--- config.mk ---
export PLATFORM = sky130hd
export DESIGN_NAME = motor_command_front_end_top
export DESIGN_NICKNAME = d
export VERILOG_FILES = /design/src/rtl/core/mcfe_pkg.sv /design/src/rtl/core/mcfe_ir_decoder.sv /design/src/rtl/core/mcfe_serial_parser.sv /design/src/rtl/core/motor_command_front_end_top.sv
export SDC_FILE = /design/constraint.sdc
export NUM_CORES = 1
export LEC_CHECK = 0
export BUFFER_PORTS_ARGS = -buffer_cell sky130_fd_sc_hd__buf_2
export CAP_MARGIN = 20
export CELL_PAD_IN_SITES_DETAIL_PLACEMENT = 0
export CELL_PAD_IN_SITES_GLOBAL_PLACEMENT = 1
export CORE_MARGIN = 2
export CORE_UTILIZATION = 47
export CTS_CLUSTER_DIAMETER = 100
export DETAILED_ROUTE_END_ITERATION = 16
export PLACE_DENSITY = 0.95
export SETUP_SLACK_MARGIN = 0.3
export SLEW_MARGIN = 20
export SYNTH_ARGS = -nofsm -noshare
export SYNTH_HDL_FRONTEND = slang
export SYNTH_SLANG_ARGS = --single-unit
--- constraint.sdc ---
create_clock -name clk -period 11.5 [get_ports clk]
set_clock_uncertainty 0.05 [all_clocks]
set_input_delay 0.575 -clock clk [delete_from_list [all_inputs] [get_ports clk]]
set_output_delay 0.575 -clock clk [all_outputs]
set_load 0.005 [all_outputs]
--- src/rtl/core/mcfe_pkg.sv ---
package mcfe_pkg;

  // Recognised keys, in priority order: the first one sets the electric
  // level, the other four set the engine level.
  localparam int NUM_KEYS = 5;
  localparam int KEY_TEXT_BITS = 240;
  localparam int KEY_LEN [NUM_KEYS] = '{18, 7, 7, 21, 30};
  localparam logic [KEY_TEXT_BITS-1:0] KEY_TEXT [NUM_KEYS] = '{
    KEY_TEXT_BITS'({"electric_motor", "_pwm"}),
    KEY_TEXT_BITS'("ice_pwm"),
    KEY_TEXT_BITS'("ICE_pwm"),
    KEY_TEXT_BITS'({"combustion_engine", "_pwm"}),
    KEY_TEXT_BITS'({"internal_combustion_engine", "_pwm"})
  };

  // Result kinds
  localparam logic [2:0] ACT_LINE   = 3'd0;
  localparam logic [2:0] ACT_NUMBER = 3'd1;
  localparam logic [2:0] ACT_UP     = 3'd2;
  localparam logic [2:0] ACT_DOWN   = 3'd3;
  localparam logic [2:0] ACT_POWER  = 3'd4;

  // Remote control command codes
  localparam int NUM_STAGE_CODES = 9;
  localparam logic [15:0] IR_NUMBER_CODE [NUM_STAGE_CODES] = '{
    16'h000C, 16'h0018, 16'h005E, 16'h0008, 16'h001C,
    16'h005A, 16'h0042, 16'h0052, 16'h004A
  };
  localparam logic [15:0] IR_UP_0    = 16'h0002;
  localparam logic [15:0] IR_UP_1    = 16'h0015;
  localparam logic [15:0] IR_UP_2    = 16'h0040;
  localparam logic [15:0] IR_UP_3    = 16'h0046;
  localparam logic [15:0] IR_UP_4    = 16'h0047;
  localparam logic [15:0] IR_DOWN_0  = 16'h0007;
  localparam logic [15:0] IR_DOWN_1  = 16'h0019;
  localparam logic [15:0] IR_DOWN_2  = 16'h0098;
  localparam logic [15:0] IR_POWER   = 16'h0045;

  localparam logic [3:0] STAGE_MAX = 4'd9;

  typedef struct packed {
    logic       valid;
    logic       e_set;
    logic [7:0] e_val;
    logic       g_set;
    logic [7:0] g_val;
  } ser_commit_t;

  typedef struct packed {
    logic       hit;
    logic [2:0] action;
    logic [3:0] stage;
  } ir_cmd_t;

  // Character of key k at position pos; zero past the end of the key.
  function automatic logic [7:0] key_char(input int k, input logic [4:0] pos);
    int idx;
    idx = KEY_LEN[k] - 1 - int'(pos);
    if (idx < 0) begin
      key_char = 8'h00;
    end else begin
      key_char = KEY_TEXT[k][idx*8 +: 8];
    end
  endfunction

  // Electric pwm level for each stage.
  function automatic logic [7:0] stage_level(input logic [3:0] st);
    case (st)
      4'd0:    stage_level = 8'd0;
      4'd1:    stage_level = 8'd28;
      4'd2:    stage_level = 8'd57;
      4'd3:    stage_level = 8'd85;
      4'd4:    stage_level = 8'd113;
      4'd5:    stage_level = 8'd142;
      4'd6:    stage_level = 8'd170;
      4'd7:    stage_level = 8'd198;
      4'd8:    stage_level = 8'd227;
      default: stage_level = 8'd255;
    endcase
  endfunction

endpackage

--- src/rtl/core/mcfe_ir_decoder.sv ---
module mcfe_ir_decoder
  import mcfe_pkg::*;
(
  input  logic [15:0] code,
  input  logic [3:0]  stage_in,
  output ir_cmd_t     cmd
);

  logic       num_hit;
  logic [3:0] num_stage;

  always_comb begin
    num_hit   = 1'b0;
    num_stage = 4'd0;
    for (int i = 0; i < NUM_STAGE_CODES; i++) begin
      if (code == IR_NUMBER_CODE[i]) begin
        num_hit   = 1'b1;
        num_stage = 4'(i + 1);
      end
    end
  end

  always_comb begin
    cmd = '0;
    if (num_hit) begin
      cmd.hit    = 1'b1;
      cmd.action = ACT_NUMBER;
      cmd.stage  = num_stage;
    end else if (code == IR_UP_0 || code == IR_UP_1 || code == IR_UP_2 ||
                 code == IR_UP_3 || code == IR_UP_4) begin
      cmd.hit    = 1'b1;
      cmd.action = ACT_UP;
      cmd.stage  = (stage_in >= STAGE_MAX) ? STAGE_MAX : stage_in + 4'd1;
    end else if (code == IR_DOWN_0 || code == IR_DOWN_1 || code == IR_DOWN_2) begin
      cmd.hit    = 1'b1;
      cmd.action = ACT_DOWN;
      if (stage_in == 4'd0) begin
        cmd.stage = 4'd0;
      end else if (stage_in > STAGE_MAX) begin
        cmd.stage = STAGE_MAX;
      end else begin
        cmd.stage = stage_in - 4'd1;
      end
    end else if (code == IR_POWER) begin
      cmd.hit    = 1'b1;
      cmd.action = ACT_POWER;
      cmd.stage  = 4'd0;
    end
  end

endmodule

--- src/rtl/core/mcfe_serial_parser.sv ---
module mcfe_serial_parser
  import mcfe_pkg::*;
#(
  parameter int LINE_MAX = 96
)
(
  input  logic        clk,
  input  logic        rst_n,
  input  logic        fire,
  input  logic [7:0]  rx_byte,
  output ser_commit_t commit
);

  localparam int CW = $clog2(LINE_MAX);
  localparam logic [CW-1:0] COUNT_LIMIT = CW'(LINE_MAX - 1);

  localparam logic [1:0] PH_KEY   = 2'd0;
  localparam logic [1:0] PH_VALUE = 2'd1;
  localparam logic [1:0] PH_SKIP  = 2'd2;

  localparam int VF_SIGN  = 0;
  localparam int VF_DIGIT = 1;
  localparam int VF_NEG   = 2;

  localparam logic [7:0] CH_NUL   = 8'h00;
  localparam logic [7:0] CH_TAB   = 8'h09;
  localparam logic [7:0] CH_LF    = 8'h0A;
  localparam logic [7:0] CH_CR    = 8'h0D;
  localparam logic [7:0] CH_SPACE = 8'h20;
  localparam logic [7:0] CH_PLUS  = 8'h2B;
  localparam logic [7:0] CH_COMMA = 8'h2C;
  localparam logic [7:0] CH_MINUS = 8'h2D;
  localparam logic [7:0] CH_ZERO  = 8'h30;
  localparam logic [7:0] CH_NINE  = 8'h39;
  localparam logic [7:0] CH_EQ    = 8'h3D;

  logic [CW-1:0] count_r, count_nxt;
  logic          overflowed_r, overflowed_nxt;
  logic          terminated_r, terminated_nxt;
  logic [1:0]    phase_r, phase_nxt;
  logic [4:0]    live_r, live_nxt;
  logic [4:0]    pos_r, pos_nxt;
  logic [7:0]    accum_r, accum_nxt;
  logic [2:0]    flags_r, flags_nxt;
  logic [7:0]    pend_e_r, pend_e_nxt;
  logic [7:0]    pend_g_r, pend_g_nxt;
  logic          pend_e_set_r, pend_e_set_nxt;
  logic          pend_g_set_r, pend_g_set_nxt;
  logic          any_valid_r, any_valid_nxt;

  logic          fin_e, fin_g;
  logic [7:0]    fin_val;
  logic [4:0]    live_eq, live_chr;
  logic [11:0]   dsum;
  logic [7:0]    dsat;
  logic          is_ws;
  logic          fin_now_e, fin_now_g;

  // Outcome of closing the current pair.
  always_comb begin
    fin_val = flags_r[VF_NEG] ? 8'd0 : accum_r;
    fin_e   = (phase_r == PH_VALUE) && flags_r[VF_DIGIT] && live_r[0];
    fin_g   = (phase_r == PH_VALUE) && flags_r[VF_DIGIT] && !live_r[0] && (|live_r[4:1]);
  end

  always_comb begin
    for (int i = 0; i < NUM_KEYS; i++) begin
      live_eq[i]  = live_r[i] && (KEY_LEN[i] == int'(pos_r));
      live_chr[i] = live_r[i] && (int'(pos_r) < KEY_LEN[i]) &&
                    (key_char(i, pos_r) == rx_byte);
    end
  end

  // Decimal accumulate with saturation at 255.
  always_comb begin
    dsum = 12'(accum_r) * 12'd10 + {8'd0, rx_byte[3:0]};
    dsat = (dsum > 12'd255) ? 8'd255 : dsum[7:0];
  end

  assign is_ws = (rx_byte == CH_SPACE) || ((rx_byte >= CH_TAB) && (rx_byte <= CH_CR));
  assign fin_now_e = !terminated_r && fin_e;
  assign fin_now_g = !terminated_r && fin_g;

  always_comb begin
    count_nxt      = count_r;
    overflowed_nxt = overflowed_r;
    terminated_nxt = terminated_r;
    phase_nxt      = phase_r;
    live_nxt       = live_r;
    pos_nxt        = pos_r;
    accum_nxt      = accum_r;
    flags_nxt      = flags_r;
    pend_e_nxt     = pend_e_r;
    pend_g_nxt     = pend_g_r;
    pend_e_set_nxt = pend_e_set_r;
    pend_g_set_nxt = pend_g_set_r;
    any_valid_nxt  = any_valid_r;
    commit         = '0;

    if (fire) begin
      if (rx_byte == CH_LF) begin
        commit.valid = !overflowed_r && (any_valid_r || fin_now_e || fin_now_g);
        commit.e_set = pend_e_set_r || fin_now_e;
        commit.e_val = fin_now_e ? fin_val : pend_e_r;
        commit.g_set = pend_g_set_r || fin_now_g;
        commit.g_val = fin_now_g ? fin_val : pend_g_r;
        count_nxt      = '0;
        overflowed_nxt = 1'b0;
        terminated_nxt = 1'b0;
        any_valid_nxt  = 1'b0;
        pend_e_set_nxt = 1'b0;
        pend_g_set_nxt = 1'b0;
        pend_e_nxt     = 8'd0;
        pend_g_nxt     = 8'd0;
        phase_nxt      = PH_KEY;
        live_nxt       = '1;
        pos_nxt        = '0;
        accum_nxt      = '0;
        flags_nxt      = '0;
      end else if (is_ws) begin
        // Whitespace is dropped without counting.
      end else if (count_r < COUNT_LIMIT) begin
        count_nxt = count_r + CW'(1);
        if (!terminated_r) begin
          if (rx_byte == CH_NUL || rx_byte == CH_COMMA) begin
            if (fin_e) begin
              pend_e_nxt     = fin_val;
              pend_e_set_nxt = 1'b1;
              any_valid_nxt  = 1'b1;
            end
            if (fin_g) begin
              pend_g_nxt     = fin_val;
              pend_g_set_nxt = 1'b1;
              any_valid_nxt  = 1'b1;
            end
            phase_nxt = PH_KEY;
            live_nxt  = '1;
            pos_nxt   = '0;
            accum_nxt = '0;
            flags_nxt = '0;
            if (rx_byte == CH_NUL) begin
              terminated_nxt = 1'b1;
            end
          end else begin
            unique case (phase_r)
              PH_KEY: begin
                if (rx_byte == CH_EQ) begin
                  live_nxt  = live_eq;
                  phase_nxt = PH_VALUE;
                end else begin
                  live_nxt = live_chr;
                  if (pos_r != 5'd31) begin
                    pos_nxt = pos_r + 5'd1;
                  end
                end
              end
              PH_VALUE: begin
                if ((rx_byte == CH_PLUS || rx_byte == CH_MINUS) && flags_r == 3'd0) begin
                  flags_nxt[VF_SIGN] = 1'b1;
                  flags_nxt[VF_NEG]  = (rx_byte == CH_MINUS);
                end else if (rx_byte >= CH_ZERO && rx_byte <= CH_NINE) begin
                  accum_nxt           = dsat;
                  flags_nxt[VF_DIGIT] = 1'b1;
                end else begin
                  phase_nxt = PH_SKIP;
                end
              end
              default: begin
              end
            endcase
          end
        end
      end else begin
        overflowed_nxt = 1'b1;
      end
    end
  end

  always_ff @(posedge clk) begin
    if (!rst_n) begin
      count_r      <= '0;
      overflowed_r <= 1'b0;
      terminated_r <= 1'b0;
      phase_r      <= PH_KEY;
      live_r       <= '1;
      pos_r        <= '0;
      accum_r      <= '0;
      flags_r      <= '0;
      pend_e_set_r <= 1'b0;
      pend_g_set_r <= 1'b0;
      any_valid_r  <= 1'b0;
    end else begin
      count_r      <= count_nxt;
      overflowed_r <= overflowed_nxt;
      terminated_r <= terminated_nxt;
      phase_r      <= phase_nxt;
      live_r       <= live_nxt;
      pos_r        <= pos_nxt;
      accum_r      <= accum_nxt;
      flags_r      <= flags_nxt;
      pend_e_set_r <= pend_e_set_nxt;
      pend_g_set_r <= pend_g_set_nxt;
      any_valid_r  <= any_valid_nxt;
    end
  end

  always_ff @(posedge clk) begin
    pend_e_r <= pend_e_nxt;
    pend_g_r <= pend_g_nxt;
  end

endmodule

--- src/rtl/core/motor_command_front_end_top.sv ---
// Path: an accepted item passes the input register and then the result register,
// where any result that it gives is valid on the output.
// Throughput: one item per cycle; the input register and the result register are
// each emptied in the cycle they are read, so a stalled output holds back only the
// input register once a result is waiting.
// Reset: synchronous, active low; levels, stage, line state and configuration clear.
module motor_command_front_end_top
  import mcfe_pkg::*;
#(
  parameter int LINE_MAX = 96
)
(
  input  logic        clk,
  input  logic        rst_n,

  input  logic        in_tvalid,
  output logic        in_tready,
  input  logic [15:0] in_tdata,   // [15:0] data
  input  logic        in_tuser,   // [0] func

  output logic        out_tvalid,
  input  logic        out_tready,
  // [7:0] electric_pwm, [15:8] engine_pwm, [23:16] electric_drive,
  // [31:24] engine_drive, [35:32] stage, [36] changed, [39:37] zero
  output logic [39:0] out_tdata,
  output logic [2:0]  out_tuser,  // [2:0] action

  input  logic        cfg_psel,
  input  logic        cfg_penable,
  input  logic        cfg_pwrite,
  input  logic [2:0]  cfg_paddr,
  input  logic [31:0] cfg_pwdata,
  output logic [31:0] cfg_prdata,
  output logic        cfg_pready
);

  // Configuration registers. Register 0 (byte address 0) inverts the electric
  // drive, register 1 (byte address 4) inverts the engine drive.
  logic elec_inv_r, eng_inv_r;
  logic cfg_wr;

  assign cfg_pready = 1'b1;
  assign cfg_wr     = cfg_psel && cfg_penable && cfg_pwrite && cfg_pready;

  always_ff @(posedge clk) begin
    if (!rst_n) begin
      elec_inv_r <= 1'b0;
      eng_inv_r  <= 1'b0;
    end else if (cfg_wr) begin
      if (cfg_paddr[2]) begin
        eng_inv_r <= cfg_pwdata[0];
      end else begin
        elec_inv_r <= cfg_pwdata[0];
      end
    end
  end

  assign cfg_prdata = {31'd0, cfg_paddr[2] ? eng_inv_r : elec_inv_r};

  // Input register. An item waits here and is processed as soon
  // as the result register can take whatever the item produces.
  logic        in_vld_r;
  logic [15:0] in_data_r;
  logic        in_func_r;
  logic        out_ok;
  logic        go;
  logic        in_acc;

  assign out_ok    = !out_tvalid || out_tready;
  assign go        = in_vld_r && out_ok;
  assign in_tready = !in_vld_r || out_ok;
  assign in_acc    = in_tvalid && in_tready;

  always_ff @(posedge clk) begin
    if (!rst_n) begin
      in_vld_r <= 1'b0;
    end else if (in_acc) begin
      in_vld_r <= 1'b1;
    end else if (go) begin
      in_vld_r <= 1'b0;
    end
  end

  always_ff @(posedge clk) begin
    if (in_acc) begin
      in_data_r <= in_tdata;
      in_func_r <= in_tuser;
    end
  end

  // Serial line parser and remote command decoder.
  ser_commit_t ser_commit;
  ir_cmd_t     ir_cmd;
  logic [3:0]  stage_r, stage_nxt;
  logic [7:0]  elec_lvl_r, elec_lvl_nxt;
  logic [7:0]  eng_lvl_r, eng_lvl_nxt;

  mcfe_serial_parser #(
    .LINE_MAX (LINE_MAX)
  ) u_parser (
    .clk     (clk),
    .rst_n   (rst_n),
    .fire    (go && !in_func_r),
    .rx_byte (in_data_r[7:0]),
    .commit  (ser_commit)
  );

  mcfe_ir_decoder u_ir (
    .code     (in_data_r),
    .stage_in (stage_r),
    .cmd      (ir_cmd)
  );

  // New levels and the result for the item in the input register.
  logic       res_valid;
  logic [2:0] res_action;

  always_comb begin
    stage_nxt    = stage_r;
    elec_lvl_nxt = elec_lvl_r;
    eng_lvl_nxt  = eng_lvl_r;
    res_valid    = 1'b0;
    res_action   = ACT_LINE;
    if (go) begin
      if (in_func_r) begin
        if (ir_cmd.hit) begin
          res_valid    = 1'b1;
          res_action   = ir_cmd.action;
          stage_nxt    = ir_cmd.stage;
          elec_lvl_nxt = stage_level(ir_cmd.stage);
        end
      end else if (ser_commit.valid) begin
        res_valid = 1'b1;
        if (ser_commit.e_set) begin
          elec_lvl_nxt = ser_commit.e_val;
        end
        if (ser_commit.g_set) begin
          eng_lvl_nxt = ser_commit.g_val;
        end
      end
    end
  end

  always_ff @(posedge clk) begin
    if (!rst_n) begin
      stage_r    <= 4'd0;
      elec_lvl_r <= 8'd0;
      eng_lvl_r  <= 8'd0;
    end else begin
      stage_r    <= stage_nxt;
      elec_lvl_r <= elec_lvl_nxt;
      eng_lvl_r  <= eng_lvl_nxt;
    end
  end

  // Result register.
  logic       out_vld_r;
  logic [2:0] out_action_r;
  logic [7:0] out_epwm_r, out_gpwm_r, out_edrv_r, out_gdrv_r;
  logic [3:0] out_stage_r;
  logic       out_changed_r;

  always_ff @(posedge clk) begin
    if (!rst_n) begin
      out_vld_r <= 1'b0;
    end else if (res_valid) begin
      out_vld_r <= 1'b1;
    end else if (out_tready) begin
      out_vld_r <= 1'b0;
    end
  end

  always_ff @(posedge clk) begin
    if (res_valid) begin
      out_action_r  <= res_action;
      out_epwm_r    <= elec_lvl_nxt;
      out_gpwm_r    <= eng_lvl_nxt;
      out_edrv_r    <= elec_inv_r ? ~elec_lvl_nxt : elec_lvl_nxt;
      out_gdrv_r    <= eng_inv_r ? ~eng_lvl_nxt : eng_lvl_nxt;
      out_stage_r   <= stage_nxt;
      out_changed_r <= (elec_lvl_nxt != elec_lvl_r) || (eng_lvl_nxt != eng_lvl_r);
    end
  end

  assign out_tvalid = out_vld_r;
  assign out_tuser  = out_action_r;
  assign out_tdata  = {3'd0, out_changed_r, out_stage_r, out_gdrv_r, out_edrv_r,
                       out_gpwm_r, out_epwm_r};

`ifndef SYNTHESIS
  // The remote control path never leaves the stage range.
  a_stage_range: assert property (@(posedge clk) disable iff (!rst_n)
    stage_r <= STAGE_MAX)
    else $error("stage register out of range");

  // An item in the input register that cannot be processed stays there.
  a_item_kept: assert property (@(posedge clk) disable iff (!rst_n)
    in_vld_r && !go |=> in_vld_r)
    else $error("pending item dropped");

  // A remote control result always reports the table level of its stage.
  a_ir_level: assert property (@(posedge clk) disable iff (!rst_n)
    out_vld_r && (out_action_r != ACT_LINE) |-> out_epwm_r == stage_level(out_stage_r))
    else $error("remote control level does not match stage");
`endif

endmodule

[Word level (Yosys, flattened, before mapping)]
Memory sizes are Yosys's and may differ from the RTL's.
Cells that the tools add are included.
W data, S select, Z words.
Word-level totals
  register bits: 132
  memory bits (read-only): 128
  bits of input ports: 59
  output and inout bits: 78
  logic and storage cells: 341
  memories: 1
Memory list
  (name not given): depth 16, width 8, read ports 1, clocked after Yosys merged registers in 0, write ports 0, RTL line mcfe_pkg.sv:68  | case (st)
Operators by class
  $add $sub $neg: 9
  multipliers: 1
  $lt $le $gt $ge: 16
  equal/unequal tests: 45
  shift operators: 5
  muxes and demuxes: 141
  bitwise operators: 6
  reduce and logical (&&, ||, !) cells: 85
Operators with widths (number)
  $shiftx A240 B32 Y8 const A: 5
  $mux W8: 42
  $eq A16 B7 Y1 const B: 9
  $lt A32 B1 Y1 const B: 4
  $mux W5: 15
  $eq A16 B5 Y1 const B: 4
  $mux W1: 50
  $eq A8 B6 Y1 const B: 5
  $eq A8 B8 Y1: 5
  $mux W19: 2
  $eq A16 B4 Y1 const B: 2
  $mux W4: 8
  $logic_and A1 B1 Y1: 30
  $mux W3: 10
  $reduce_and A6 Y1: 4
  $mux W7: 3
  $mux W2: 10
  $reduce_bool A3 Y1: 6
  $sub A5 B5 Y6 const A: 3
  $eq A16 B2 Y1 const B: 1
  $eq A16 B3 Y1 const B: 1
  $eq A16 B8 Y1 const B: 1
  $logic_or A1 B1 Y1: 16
  $ne A8 B8 Y1: 2
  other kinds (45): 70

[Longest topological paths before layout]
An unclocked memory read counts as a cell.
  depth in word-level cells: 17
  mapped depth: 14
  depth with buffers taken out: 14

[Hierarchy]
From an unflattened synthesis, not the netlist that was laid out.
Unflattened totals
  cell total of the unflattened synthesis: 1132
  area total of the unflattened synthesis: 9841.9 um2
Modules (own cells, without submodules)
  mcfe_serial_parser: instances 1, cells an instance 727, area an instance 5460.2 um2, seq. area each 1181.1 um2
  motor_command_front_end_top: instances 1, cells an instance 313, area an instance 3727.3 um2, seq. area each 2192.1 um2
  mcfe_ir_decoder: instances 1, cells an instance 92, area an instance 654.4 um2, seq. area each 0.0 um2

[Least setup slack after synthesis]
Ideal clock, no wire load.
  kind: reg2reg
  start point: register in_data_r[7]
  end point: register out_changed_r, enable pin
  library setup time: 0.500 ns
  data arrival time: 4.475 ns
  required time: 10.950 ns
  setup slack: 6.475 ns
  cell stages (with the launch flop): 7
  path buffers: 2
  period minus slack after synthesis: 5.025 ns
  cell sequence: edfxtp_1 -> buf_6 -> nor4_4 -> and4b_1 -> buf_4 -> nand2_4 -> o31ai_1
Between the ends
  cells in the longest elaborated chain, start to end: 14
  elaborated cells between the ends (all ways): 44
  those cells by class: eq/ne: 19; mux: 19; reduce/logical: 6
RTL lines
  start, declared: RTL line motor_command_front_end_top.sv:63  | logic [15:0] in_data_r;
  start signal, assigned: RTL line motor_command_front_end_top.sv:86  | in_data_r <= in_tdata;
  $eq A16 B4 Y1: RTL line mcfe_ir_decoder.sv:16  | if (code == IR_NUMBER_CODE[i]) begin
  $mux W1 (9 in series): RTL line mcfe_ir_decoder.sv:16
  $mux W8: RTL line mcfe_ir_decoder.sv:25  | if (num_hit) begin
  $mux W1: RTL line motor_command_front_end_top.sv:126  | if (ir_cmd.hit) begin
  $mux W1 *: RTL line motor_command_front_end_top.sv:125  | if (in_func_r) begin
  $mux W1 *: RTL line motor_command_front_end_top.sv:124  | if (go) begin
  via res_valid: RTL line motor_command_front_end_top.sv:115  | logic res_valid;
  end signal, assigned: RTL line motor_command_front_end_top.sv:181  | out_changed_r <= (elec_lvl_nxt != elec_lvl_r) || (eng_lvl_nxt != eng_lvl_r);
  end, declared: RTL line motor_command_front_end_top.sv:161  | logic out_changed_r;
Mark *: on every way through the listed nets, which the timed path passes. The rest lies on a longest branch.
A chain may end at the register's enable or synchronous reset.

[Final worst setup path]
  start point: register in_data_r[2]
  end point: register out_changed_r (data pin)
Between the ends
  cells in the longest elaborated chain, start to end: 17
  elaborated cells between the ends (all ways): 62
  those cells by class: eq/ne: 21; mux: 33; reduce/logical: 7; memory: 1
RTL lines (RTL line)
  $eq A16 B4 Y1: mcfe_ir_decoder.sv:16
  $mux W1: mcfe_ir_decoder.sv:16
  $mux W2 or $mux W1 (tied branches) (2 in series): mcfe_ir_decoder.sv:16
  $mux W3 or $mux W1 (tied branches) (4 in series): mcfe_ir_decoder.sv:16
  $mux W4 or $mux W1 (tied branches) (2 in series): mcfe_ir_decoder.sv:16
  $mux W8: mcfe_ir_decoder.sv:25
  $mem_v2 Z16 W8
  $mux W8: motor_command_front_end_top.sv:126
  $mux W8: motor_command_front_end_top.sv:125
  $mux W8: motor_command_front_end_top.sv:124
  $ne A8 B8 Y1: motor_command_front_end_top.sv:181
  $logic_or A1 B1 Y1 *: motor_command_front_end_top.sv:181
Every way passes the cells marked *; elsewhere a longest branch is shown, timed or not.

==> results by group <==
STA
  – Final setup fails: 0
  – Hold_ws: between 0.2 and 0.3 ns
  – Final hold vios: 0
  – Achievable Freq: roughly 230 MHz
  – Rel. slew slack: around 28%
  – Worst-Margin Slew: around 1.1 ns
  – Tmin final: between 4 and 5 ns
  – Setup TNS: 0 ns
  – RSZ-0062 raised after global routing: false
  – Final slew viol count: 0
  – Final Cycle Share: 37.42%

Power
  – Register share of total power: a little under half
  – Power Dens Cells: 114.1 nW/um2
  – Leak: ~3.9 nW
  – IR drop worst, VDD: a little over 0.09 mV
  – Switching share of total power: about a quarter
  – Power Total: between 1 and 1.5 mW
  – Int Pwr: about 850 uW
  – Combinational power share: ~7.7%
  – Part of the power in the clock network: a little under half
  – P_sw: between 200 and 300 uW

Clock tree
  – CTS Sinks: around 130
  – Skew-Pair Late Insertion Delay: 0.42 ns
  – Total CTS buffers: 17
  – CTS root buf: clkbuf_16
  – Hold bufs inserted after CTS: 0
  – H-tree levels: 4
  – Post-CTS setup repair buffer count: 0
  – CTS tree: yes
  – Clock-pin slew on the worst setup and hold paths: ~0.060 ns
  – Cts repair resizes: 0
  – Clock tree buffer depth: 2

Floorplan
  – Cell row count: 51
  – Die height: 143.7 um
  – Die area: ~21000 um2
  – Core area: a little under 20000 um2
  – IO Count: between 100 and 150
  – Initial Utilization: approximately 47%
  – Chip Width: 143.7 um

Yosys
  – Area leader, netlist: edfxtp_1
  – Post-synthesis register bit count: 132
  – Mean Syn Cell Area: 8.755 um2
  – Share of the synthesized area in the top cell type: a little under a quarter
  – Dominant cells by area after synthesis: edfxtp_1 (24%), dfxtp_1 (13%), nor2_1 (5.6%)
  – Synth Instances: ~1000
  – Seq/Total Area, Yosys: a little under two fifths
  – FFs w/ async S/R, synth: 0%
  – Mapped cell area: a little over 9000 um2
  – Distinct cells, synth: 91
  – Ys flop type: edfxtp_1
  – Yosys warns: 0
  – Post-synth EDFFs: between 70 and 80

Final layout
  – # fillers: approximately 1800
  – Share of layout cells above drive strength 1: approximately 14%
  – Multi-input logic area: 5245 um2
  – Final core occ: 52.31%
  – Register Area: about 3400 um2
  – Final nets: 1178
  – Area grow syn2layout: 10.23%
  – Fin cells: 1362
  – Ant. Diodes: 0

Detailed routing
  – Vias: approximately 7900
  – DR iter-0 viols: about 660
  – Routed Antenna Nets: 0
  – Final wirelength: between 20000 and 25000 um
  – Vias per std cell: 5.794
  – DR DRC count: 0
  – WL/cell: approximately 16 um
  – Drt pass-1 iters: 6

Run
  – Max-cap violations: 0

Place
  – Placer Congestion: about 0.9
  – Placed Cells: 1330
  – IO Port Bufs: a little under 70
  – Post-DP HPWL: between 15000 and 20000 um

Critical path
  – Worst Setup End Kind: flip-flop
  – Crit Path Class: reg -> reg
  – Critical path required time: roughly 12 ns
  – CP Launch Type: flip-flop
  – Worst Path Arrival: between 4 and 5 ns
  – CP Max Fanout: 24

Worst hold path
  – HP Class: in -> reg

Global route
  – First-pass GRT wire length: between 30000 and 40000 um
  – Antenna violations before repair: 0
  – Largest net degree at the start of global routing: 43
  – Number of global-route vias before repair: between 7000 and 8000
  – Tot GR Track Use: a little over a fifth
  – GR Overflow Total: 0

Run status
  – Outcome: completed
-- sequential cells by signal, summed over array words and instances (netlist names), 5 cells and up --
| name | cells |
|---|---|
| u_parser.live_r | 5 |
| u_parser.accum_r | 8 |
| u_parser.count_r | 7 |
| u_parser.pos_r | 5 |
| out_edrv_r | 8 |
| eng_lvl_r | 8 |
| out_gdrv_r | 8 |
| in_data_r | 16 |
| out_epwm_r | 8 |
| u_parser.pend_e_r | 8 |
| out_gpwm_r | 8 |
| u_parser.pend_g_r | 8 |
| elec_lvl_r | 8 |
-- power groups by stage --
stage	registers, mW	logic, mW	clock network [mW]
after floorplan	0.518	0.0883	0
after global placement	0.532	0.0857	0
after detailed placement	0.533	0.0871	0
after CTS	0.523	0.0877	0.547
after global routing	0.524	0.0995	0.566
final	0.523	0.0886	0.542
-- synthesized netlist by cell type, drive strengths merged (4+ instances only) --
master,number
nor2b,17
a22oi,4
o211ai,11
mux2i,15
a41oi,6
o21ai,67
edfxtp,73
mux2,9
a211oi,10
nand4,13
ha,33
nor2,137
nand2b,14
nor3,23
nand4b,5
nor4,16
nand2,72
a31oi,14
a21o,11
or3,5
o21a,5
nor4b,5
a2111oi,7
xor2,29
and3,9
dfxtp,59
a221oi,4
a21oi,63
and2,16
o22ai,16
o2111ai,5
buf,57
xnor2,43
o31ai,10
nand3,23
or4,4
inv,42
clkbuf,36
-- through the flow --
stage / area [um2] / worst slack (ns)
finish: 10110 / 7.197
global route: 10110 / 6.841
CTS: 10110 / 7.250
detailed placement: 9515 / 7.282
global placement: 9515 / 7.326
floorplan: 9299 / 6.475
-- area by class of cell --
class / instances / area share, %
multi-input combinational: 814 / 51.86
sequential: 132 / 33.35
clock buffer: 18 / 4.342
timing repair buffer: 77 / 4.033
tap: 265 / 3.279
clock inverter: 14 / 1.571
inverter: 42 / 1.559
-- placed cells by master, fill, tap and decap left out, drive strengths merged, types with 29 or more instances in the layout --
cell	n
nor2	137
buf	77
edfxtp	73
nand2	72
o21ai	67
a21oi	63
dfxtp	59
inv	51
xnor2	43
conb	35
ha	33
xor2	29
-- critical path, cell delays in order (launching register included) --
cell and delay (ns):
edfxtp_1 1.01, nor2b_1 0.28, nand3_1 0.22, nand4b_1 0.29, o311ai_1 0.72, ha_1 0.42, mux2i_1 0.11, a41oi_1 0.37
xor2_1 0.13, a211oi_1 0.26, o2111ai_1 0.15
-- per-layer routing --
layer	up-vias	part of all wire, %	GRT usage (%)
li1	3820	-	-
met1	3698	44	28.69
met2	328	47	34.44
met3	45	6.3	3.499
met4	0	2.4	7.895
met5	-	0	0
-- kinds of logic after synthesis --
kind of cell | synth area share [%]
adders and majority gates | 4.937
buffers and inverters | 7.568
xor gates and xnor gates | 6.873
DFF | 36.77
other | 0.08185
muxes | 2.741
AOI/OAI and AO/OA | 19.96
and+or+nand+nor | 21.07
-- worst paths after layout --
path | slack, ns | start | endpoint | depth (start not counted)
hold reg to reg | 0.42 | u_parser.live_r[2] | u_parser.live_r[2] | 1
setup / recovery | 7.20 | in_data_r[2] | out_changed_r | 10
setup reg to reg | 7.20 | in_data_r[2] | out_changed_r | 10
hold / removal | 0.28 | in_tdata[6] | in_data_r[6] | 1
(Power assumes the default switching activity.)
